--- config.mk ---
export PLATFORM = sky130hd
export DESIGN_NAME = cave_automaton_row_step
export DESIGN_NICKNAME = d
export VERILOG_FILES = /design/src/hw/rtl/cave_pkg.sv /design/src/hw/rtl/cave_cell.sv /design/src/hw/rtl/cave_out_queue.sv /design/src/hw/rtl/cave_automaton_row_step.sv
export SDC_FILE = /design/constraint.sdc
export NUM_CORES = 2
export LEC_CHECK = 0
export BUFFER_PORTS_ARGS = -buffer_cell sky130_fd_sc_hd__buf_2
export CAP_MARGIN = 10
export CORE_UTILIZATION = 55
export DETAILED_ROUTE_END_ITERATION = 7
export PLACE_DENSITY = 0.81
export REMOVE_ABC_BUFFERS = 1
export SLEW_MARGIN = 20
export SYNTH_ARGS = -nofsm -noshare
export SYNTH_HDL_FRONTEND = slang
export SYNTH_SLANG_ARGS = --single-unit
--- constraint.sdc ---
create_clock -name i_clk -period 8.1 [get_ports i_clk]
set_input_delay 0.81 -clock i_clk [delete_from_list [all_inputs] [get_ports i_clk]]
set_output_delay 0.81 -clock i_clk [all_outputs]
set_load 0.01 [all_outputs]
--- src/hw/rtl/cave_pkg.sv ---
// Shared types, constants and the cell rule for the cave automaton row step.
package cave_pkg;

    localparam int LINE_W  = 64;
    localparam int THR_W   = 4;
    localparam int CNT_W   = 4;
    localparam int CFG_IDX_W  = 2;
    localparam int CFG_DATA_W = 4;

    localparam logic [CFG_IDX_W-1:0] CFG_KEEP_THRESHOLD  = 2'd0;
    localparam logic [CFG_IDX_W-1:0] CFG_BIRTH_THRESHOLD = 2'd1;
    localparam logic [CFG_IDX_W-1:0] CFG_AVOID_BIG       = 2'd2;

    localparam logic [THR_W-1:0] KEEP_RESET  = 4'd4;
    localparam logic [THR_W-1:0] BIRTH_RESET = 4'd5;

    typedef struct packed {
        logic [THR_W-1:0] keep_threshold;
        logic [THR_W-1:0] birth_threshold;
        logic             avoid_big_spaces;
    } t_cfg;

    // One column as seen by its neighbours.
    typedef struct packed {
        logic older;
        logic newer;
        logic cur;
    } t_col;

    typedef struct packed {
        logic [LINE_W-1:0] line;
        logic              done;
    } t_out_item;

    function automatic logic rule_bit(input logic mid, input logic [CNT_W-1:0] cnt,
                                      input t_cfg cfg);
        logic wall;
        if (mid) begin
            wall = (cnt >= cfg.keep_threshold)
                 || ((cnt == '0) && cfg.avoid_big_spaces);
        end else begin
            wall = (cnt >= cfg.birth_threshold);
        end
        return wall;
    endfunction

endpackage

--- src/hw/rtl/cave_cell.sv ---
// One column cell: holds the two buffered line bits and computes the column's results.
module cave_cell
    import cave_pkg::*;
(
    input  logic i_clk,
    input  logic i_rst_n,
    input  logic i_accept,
    input  logic i_last,
    input  logic i_cur,
    input  t_cfg i_cfg,
    input  t_col i_left,
    input  t_col i_right,
    output t_col o_col,
    output logic o_mid_res,
    output logic o_last_res
);

    logic r_older;
    logic r_newer;
    logic [CNT_W-1:0] w_cnt_mid;
    logic [CNT_W-1:0] w_cnt_last;

    assign o_col = '{older: r_older, newer: r_newer, cur: i_cur};

    // Pending line between the older line and the incoming one.
    assign w_cnt_mid = CNT_W'(i_left.older) + CNT_W'(r_older) + CNT_W'(i_right.older)
                     + CNT_W'(i_left.newer) + CNT_W'(i_right.newer)
                     + CNT_W'(i_left.cur) + CNT_W'(i_cur) + CNT_W'(i_right.cur);

    // Final line: walls below it count three.
    assign w_cnt_last = CNT_W'(i_left.newer) + CNT_W'(r_newer) + CNT_W'(i_right.newer)
                      + CNT_W'(i_left.cur) + CNT_W'(i_right.cur) + CNT_W'(3);

    assign o_mid_res  = rule_bit(r_newer, w_cnt_mid, i_cfg);
    assign o_last_res = rule_bit(i_cur, w_cnt_last, i_cfg);

    always_ff @(posedge i_clk) begin
        if (!i_rst_n) begin
            r_older <= 1'b1;
            r_newer <= 1'b1;
        end else if (i_accept) begin
            if (i_last) begin
                r_older <= 1'b1;
                r_newer <= 1'b1;
            end else begin
                r_older <= r_newer;
                r_newer <= i_cur;
            end
        end
    end

endmodule

--- src/hw/rtl/cave_out_queue.sv ---
// Three-entry output queue that takes up to two result lines per cycle.
module cave_out_queue
    import cave_pkg::*;
(
    input  logic      i_clk,
    input  logic      i_rst_n,
    input  logic [1:0] i_push_n,
    input  t_out_item i_item0,
    input  t_out_item i_item1,
    input  logic      i_pop,
    output t_out_item o_head,
    output logic      o_valid,
    output logic      o_full
);

    t_out_item r_q [3];
    t_out_item n_q [3];
    t_out_item w_sh [3];
    logic [1:0] r_cnt;
    logic [1:0] n_cnt;
    logic [1:0] w_base;

    assign o_head  = r_q[0];
    assign o_valid = (r_cnt != 2'd0);
    assign o_full  = (r_cnt > 2'd1);

    assign w_base = r_cnt - 2'(i_pop);

    always_comb begin
        w_sh[0] = i_pop ? r_q[1] : r_q[0];
        w_sh[1] = i_pop ? r_q[2] : r_q[1];
        w_sh[2] = r_q[2];
        for (int k = 0; k < 3; k++) begin
            if (2'(k) < w_base) begin
                n_q[k] = w_sh[k];
            end else if (2'(k) == w_base) begin
                n_q[k] = i_item0;
            end else begin
                n_q[k] = i_item1;
            end
        end
        n_cnt = w_base + i_push_n;
    end

    always_ff @(posedge i_clk) begin
        if (!i_rst_n) begin
            r_cnt <= 2'd0;
        end else begin
            r_cnt <= n_cnt;
        end
    end

    always_ff @(posedge i_clk) begin
        for (int k = 0; k < 3; k++) begin
            r_q[k] <= n_q[k];
        end
    end

endmodule

--- src/hw/rtl/cave_automaton_row_step.sv ---
// Top level of the cave automaton row step: cell row, configuration and output queue.
// Takes one grid line per cycle while o_stall is low and returns each line's next
// generation one line late, from a row of LINE_LENGTH column cells that each hold their
// bits of the two buffered lines and see their neighbours' bits; cells outside the grid
// read as walls. A result is in the output queue the cycle after the line that
// completes it. The final line of a grid of two or more lines yields two results, the
// last marked grid_done, and the output queue (three entries) then holds the input back
// when results drain one per cycle. Bits at and above LINE_LENGTH are ignored on input
// and zero on output. Configuration is taken at once.
module cave_automaton_row_step
    import cave_pkg::*;
#(
    parameter int LINE_LENGTH = 64
) (
    input  logic                  i_clk,
    input  logic                  i_rst_n,
    input  logic                  i_cfg_we,
    input  logic [CFG_IDX_W-1:0]  i_cfg_idx,
    input  logic [CFG_DATA_W-1:0] i_cfg_data,
    input  logic                  i_valid,
    output logic                  o_stall,
    input  logic [LINE_W-1:0]     i_line_cells,
    input  logic                  i_grid_last_line,
    output logic                  o_valid,
    input  logic                  i_stall,
    output logic [LINE_W-1:0]     o_new_line_cells,
    output logic                  o_grid_done
);

    t_cfg r_cfg;
    logic r_held;
    logic n_held;
    logic w_accept;
    logic w_full;
    logic w_pop;
    logic [1:0] w_push_n;
    logic [LINE_W-1:0] w_mid_res;
    logic [LINE_W-1:0] w_last_res;
    t_col w_col [LINE_LENGTH+2];
    t_out_item w_item0;
    t_out_item w_item1;
    t_out_item w_head;

    assign o_stall  = w_full;
    assign w_accept = i_valid && !w_full;
    assign w_pop    = o_valid && !i_stall;

    always_ff @(posedge i_clk) begin
        if (!i_rst_n) begin
            r_cfg <= '{keep_threshold: KEEP_RESET, birth_threshold: BIRTH_RESET,
                       avoid_big_spaces: 1'b0};
        end else if (i_cfg_we) begin
            case (i_cfg_idx)
                CFG_KEEP_THRESHOLD:  r_cfg.keep_threshold   <= i_cfg_data;
                CFG_BIRTH_THRESHOLD: r_cfg.birth_threshold  <= i_cfg_data;
                CFG_AVOID_BIG:       r_cfg.avoid_big_spaces <= i_cfg_data[0];
                default: ;
            endcase
        end
    end

    assign w_col[0]             = '{older: 1'b1, newer: 1'b1, cur: 1'b1};
    assign w_col[LINE_LENGTH+1] = '{older: 1'b1, newer: 1'b1, cur: 1'b1};

    for (genvar j = 0; j < LINE_W; j++) begin : g_col
        if (j < LINE_LENGTH) begin : g_cell
            cave_cell u_cell (
                .i_clk      (i_clk),
                .i_rst_n    (i_rst_n),
                .i_accept   (w_accept),
                .i_last     (i_grid_last_line),
                .i_cur      (i_line_cells[j]),
                .i_cfg      (r_cfg),
                .i_left     (w_col[j]),
                .i_right    (w_col[j+2]),
                .o_col      (w_col[j+1]),
                .o_mid_res  (w_mid_res[j]),
                .o_last_res (w_last_res[j])
            );
        end else begin : g_pad
            assign w_mid_res[j]  = 1'b0;
            assign w_last_res[j] = 1'b0;
        end
    end

    // Hold one pending line until the line below it arrives.
    always_comb begin
        n_held = r_held;
        if (w_accept) begin
            n_held = !i_grid_last_line;
        end
    end

    always_ff @(posedge i_clk) begin
        if (!i_rst_n) begin
            r_held <= 1'b0;
        end else begin
            r_held <= n_held;
        end
    end

    assign w_push_n = w_accept ? (2'(r_held) + 2'(i_grid_last_line)) : 2'd0;
    assign w_item0  = r_held ? t_out_item'{line: w_mid_res, done: 1'b0}
                             : t_out_item'{line: w_last_res, done: 1'b1};
    assign w_item1  = '{line: w_last_res, done: 1'b1};

    cave_out_queue u_queue (
        .i_clk    (i_clk),
        .i_rst_n  (i_rst_n),
        .i_push_n (w_push_n),
        .i_item0  (w_item0),
        .i_item1  (w_item1),
        .i_pop    (w_pop),
        .o_head   (w_head),
        .o_valid  (o_valid),
        .o_full   (w_full)
    );

    assign o_new_line_cells = w_head.line;
    assign o_grid_done      = w_head.done;

endmodule

==> load_flow_metrics.sql <==
INSERT INTO impl_metrics (metric_group, metric, value, unit) VALUES
('outcome', 'result_of_the_run', 'complete, no violations', ''),
('yosys', 'synthesis.area', '57140', 'um2'),
('setup_path', 'reg2reg_to', 'u_queue.r_q[0][191]', ''),
('grt', 'grt_first_pass_wirelength', '257500', 'um'),
('clock_network', 'clock_latency_on_the_worst_skew_pair', '0.62', 'ns'),
('floorplan', 'chipWidth', '324.3', 'um'),
('timing', 'final-hold-violation-count', '0', ''),
('yosys', 'synthMostInstantiatedCell', 'ha_1', ''),
('place', 'final_gp_congestion', '0.8747', ''),
('layout', 'stdcell_count', '7678', ''),
('timing', 'setup_total_negative_slack', '0', 'ns'),
('yosys', 'yosys_warnings', '0', ''),
('min_path', 'min_path_type', 'input pin to flip-flop', ''),
('setup_path', 'cp_slowest_cell', 'nor2_8', ''),
('timing', 'slew-limit-headroom', '22.61', '%'),
('layout', 'area_growth_syn_to_layout', '6.221', '%'),
('setup_path', 'worst_setup_path_end_kind', 'flip-flop', ''),
('grt', 'grt_antenna_before_repair', '20', ''),
('yosys', 'synth_ff_type', 'edfxtp_1', ''),
('timing', 'final-setup-viol-count', '0', ''),
('timing', 'number_of_max_slew_violations_in_the_final_report', '0', ''),
('yosys', 'ys_seq_elements', '335', ''),
('timing', 'final_period_utilization', '57.00', '%'),
('pwr', 'power.leakage', '28.76', 'nW'),
('floorplan', 'starting_density_of_the_core', '55.85', '%'),
('setup_path', 'worstPathRequired', '8.42', 'ns'),
('setup_path', 'worstSetupPathDepth', '10', ''),
('setup_path', 'reg2reg_depth', '10', ''),
('place', 'dp_hpwl', '108900', 'um'),
('drt', 'postRouteWirelength', '160800', 'um'),
('drt', 'remaining_drc_errors', '0', ''),
('setup_path', 'critPathArrivalTime', '4.94', 'ns'),
('clock_network', 'post_cts.repair.setup_buffers', '0', ''),
('pwr', 'max-vdd-ir-drop', '346.0', 'uV'),
('setup_path', 'crit_path_cell_trace', 'or2_2 > nand2b_1 > inv_1 > ha_1 > nand2_4 > nor2_8 > clkinv_2 > buf_4 > nand3_1 > o21ai_1', ''),
('setup_path', 'ff2ff_setup_slack', '3.48', 'ns'),
('setup_path', 'worst_path_largest_cell_delay', '0.71', 'ns'),
('setup_path', 'start_kind', 'flip-flop', ''),
('yosys', 'synth_enable_flop_cells', '195', ''),
('yosys', 'synth.top_cells.by_count', 'ha_1, inv_1, o21ai_0, fa_1, nor2_1', ''),
('layout', 'fillerInstances', '8539', ''),
('drt', 'detail_route.iter0.violations', '3580', ''),
('floorplan', 'boundaryPins', '143', ''),
('clock_network', 'ctsHoldBuffers', '0', ''),
('run', 'timing.max_cap.violations', '0', ''),
('clock_network', 'number_of_cells_upsized_or_downsized_after_cts', '0', ''),
('setup_path', 'crit_path_start', 'u_queue.r_cnt[1]', ''),
('layout', 'finalCoreUtilization', '59.32', '%'),
('timing', 'grt_setup_unrepaired', 'false', ''),
('pwr', 'p_per_area', '227.9', 'nW/um2'),
('clock_network', 'cts_buffers', '47', ''),
('timing', 'max_clock_freq', '216.6', 'MHz'),
('setup_path', 'cp.buffers_inverters', '3', ''),
('yosys', 'synth_top_area_share', '32.21', '%'),
('grt', 'grt_overflow_total', '0', ''),
('setup_path', 'timing.critical_path.to', 'u_queue.r_q[0][191]', ''),
('timing', 'final_period_minus_worst_setup_slack', '4.617', 'ns'),
('timing', 'worst_hold_slack', '0.4615', 'ns'),
('floorplan', 'chipHeight', '324.3', 'um'),
('layout', 'nNetsFinal', '8189', ''),
('drt', 'drt_pass1_iterations', '6', ''),
('drt', 'vias_per_cell', '6.197', ''),
('clock_network', 'tritoncts_clock_tree', 'built', ''),
('grt', 'track_usage', '30.17', '%'),
('yosys', 'post_synth_inst_count', '6232', ''),
('yosys', 'synth_cell_type_count', '61', ''),
('timing', 'fin_worst_skew', '0.02072', 'ns'),
('drt', 'route.antenna.remaining_nets', '0', ''),
('drt', 'route.vias.total', '47580', ''),
('layout', 'layout_cells_sized_above_1', '4.871', '%'),
('grt', 'grt_max_degree', '88', '');
per-stage QoR:
stage	setup slack [ns]	instance area, um2
finish	3.483	60700
floorplan	1.880	56100
detailed placement	3.232	58980
global placement	3.446	58980
global route	3.371	60690
CTS	3.575	60680
state kept, by name, indices dropped and copies added, names as in the netlist:
signal and flops:
u_queue.r_q 195, g_col.g_cell.u_cell.r_newer 64, g_col.g_cell.u_cell.r_older 64, r_cfg 9
u_queue.r_cnt 2, r_held 1
logic make-up (layout without fill, tap and decap cells):
kind of cell             Yosys count  count (layout)  share of synthesized area [%]
AO/OA/AOI/OAI                   1495            1495                          17.52
XOR/XNOR                         130             130                          2.006
adder cells (fa/ha/maj)         1849            1849                          45.45
buffers and inverters           1199            1269                          8.417
flip-flops                       335             335                          15.15
multiplexers                       5               5                        0.08758
other                              0               8                              0
AND/OR/NAND/NOR                 1219            1219                          11.37
worst min-delay path, cell delays in order:
cell	delay, ns
buf_2	0.09
nand2_1	0.05
o211ai_1	0.08
where the power goes:
part	internal, mW	switching, mW	leakage, nW
Clock	1.45	0.923	0.826
Sequential	2.81	0.352	3.12
Combinational	3.12	5.18	24.8
Total	7.37	6.46	28.8
how the worst min path moves through the flow:
stage,to,slack [ns],start,cells after the start
after detailed placement,u_queue.r_q[0][65],0.52,u_queue.r_q[0][130],1
after global routing,r_cfg[7],0.47,i_cfg_data[2],3
after CTS,r_cfg[7],0.44,i_cfg_data[2],3
final,r_cfg[7],0.46,i_cfg_data[2],3
after floorplan,r_cfg[2],0.49,r_cfg[2],2
after global placement,u_queue.r_q[0][65],0.51,u_queue.r_q[0][130],1
cells in the final DEF, fill, tap and decap left out, drive strengths merged, types with 41 or more instances in the layout:
cell       n
a211o     67
a211oi   168
a21o      67
a21oi     45
a32oi     64
buf      179
clkbuf    59
dfxtp    140
edfxtp   195
fa       378
ha      1471
inv     1003
nand2    120
nand2b   258
nand3    106
nor2     319
nor2b    103
nor3     152
nor3b     41
o211ai   196
o21ai    592
o31ai     58
or4b      45
xnor2    128
layout make-up:
cell class	instances	area, um2	share of cell area [%]
Timing Repair Buffer	179	1035	1.705
Tap cell	1368	1712	2.820
Clock buffer	59	1294	2.131
Antenna cell	8	20.02	0.03298
Multi-Input combinational cell	4698	43770	72.11
Sequential cell	335	8671	14.28
Clock inverter	28	404.1	0.6658
Inverter	1003	3796	6.254
per-layer routing:
layer	share of wire, %	global-route usage, %	vias up
li1	-	-	22180
met1	40	36.41	22990
met2	48	52.18	1852
met3	7.6	4.665	542
met4	4.9	14.72	20
met5	0.079	0	-
Note: power is estimated with default switching activity, not from simulation.
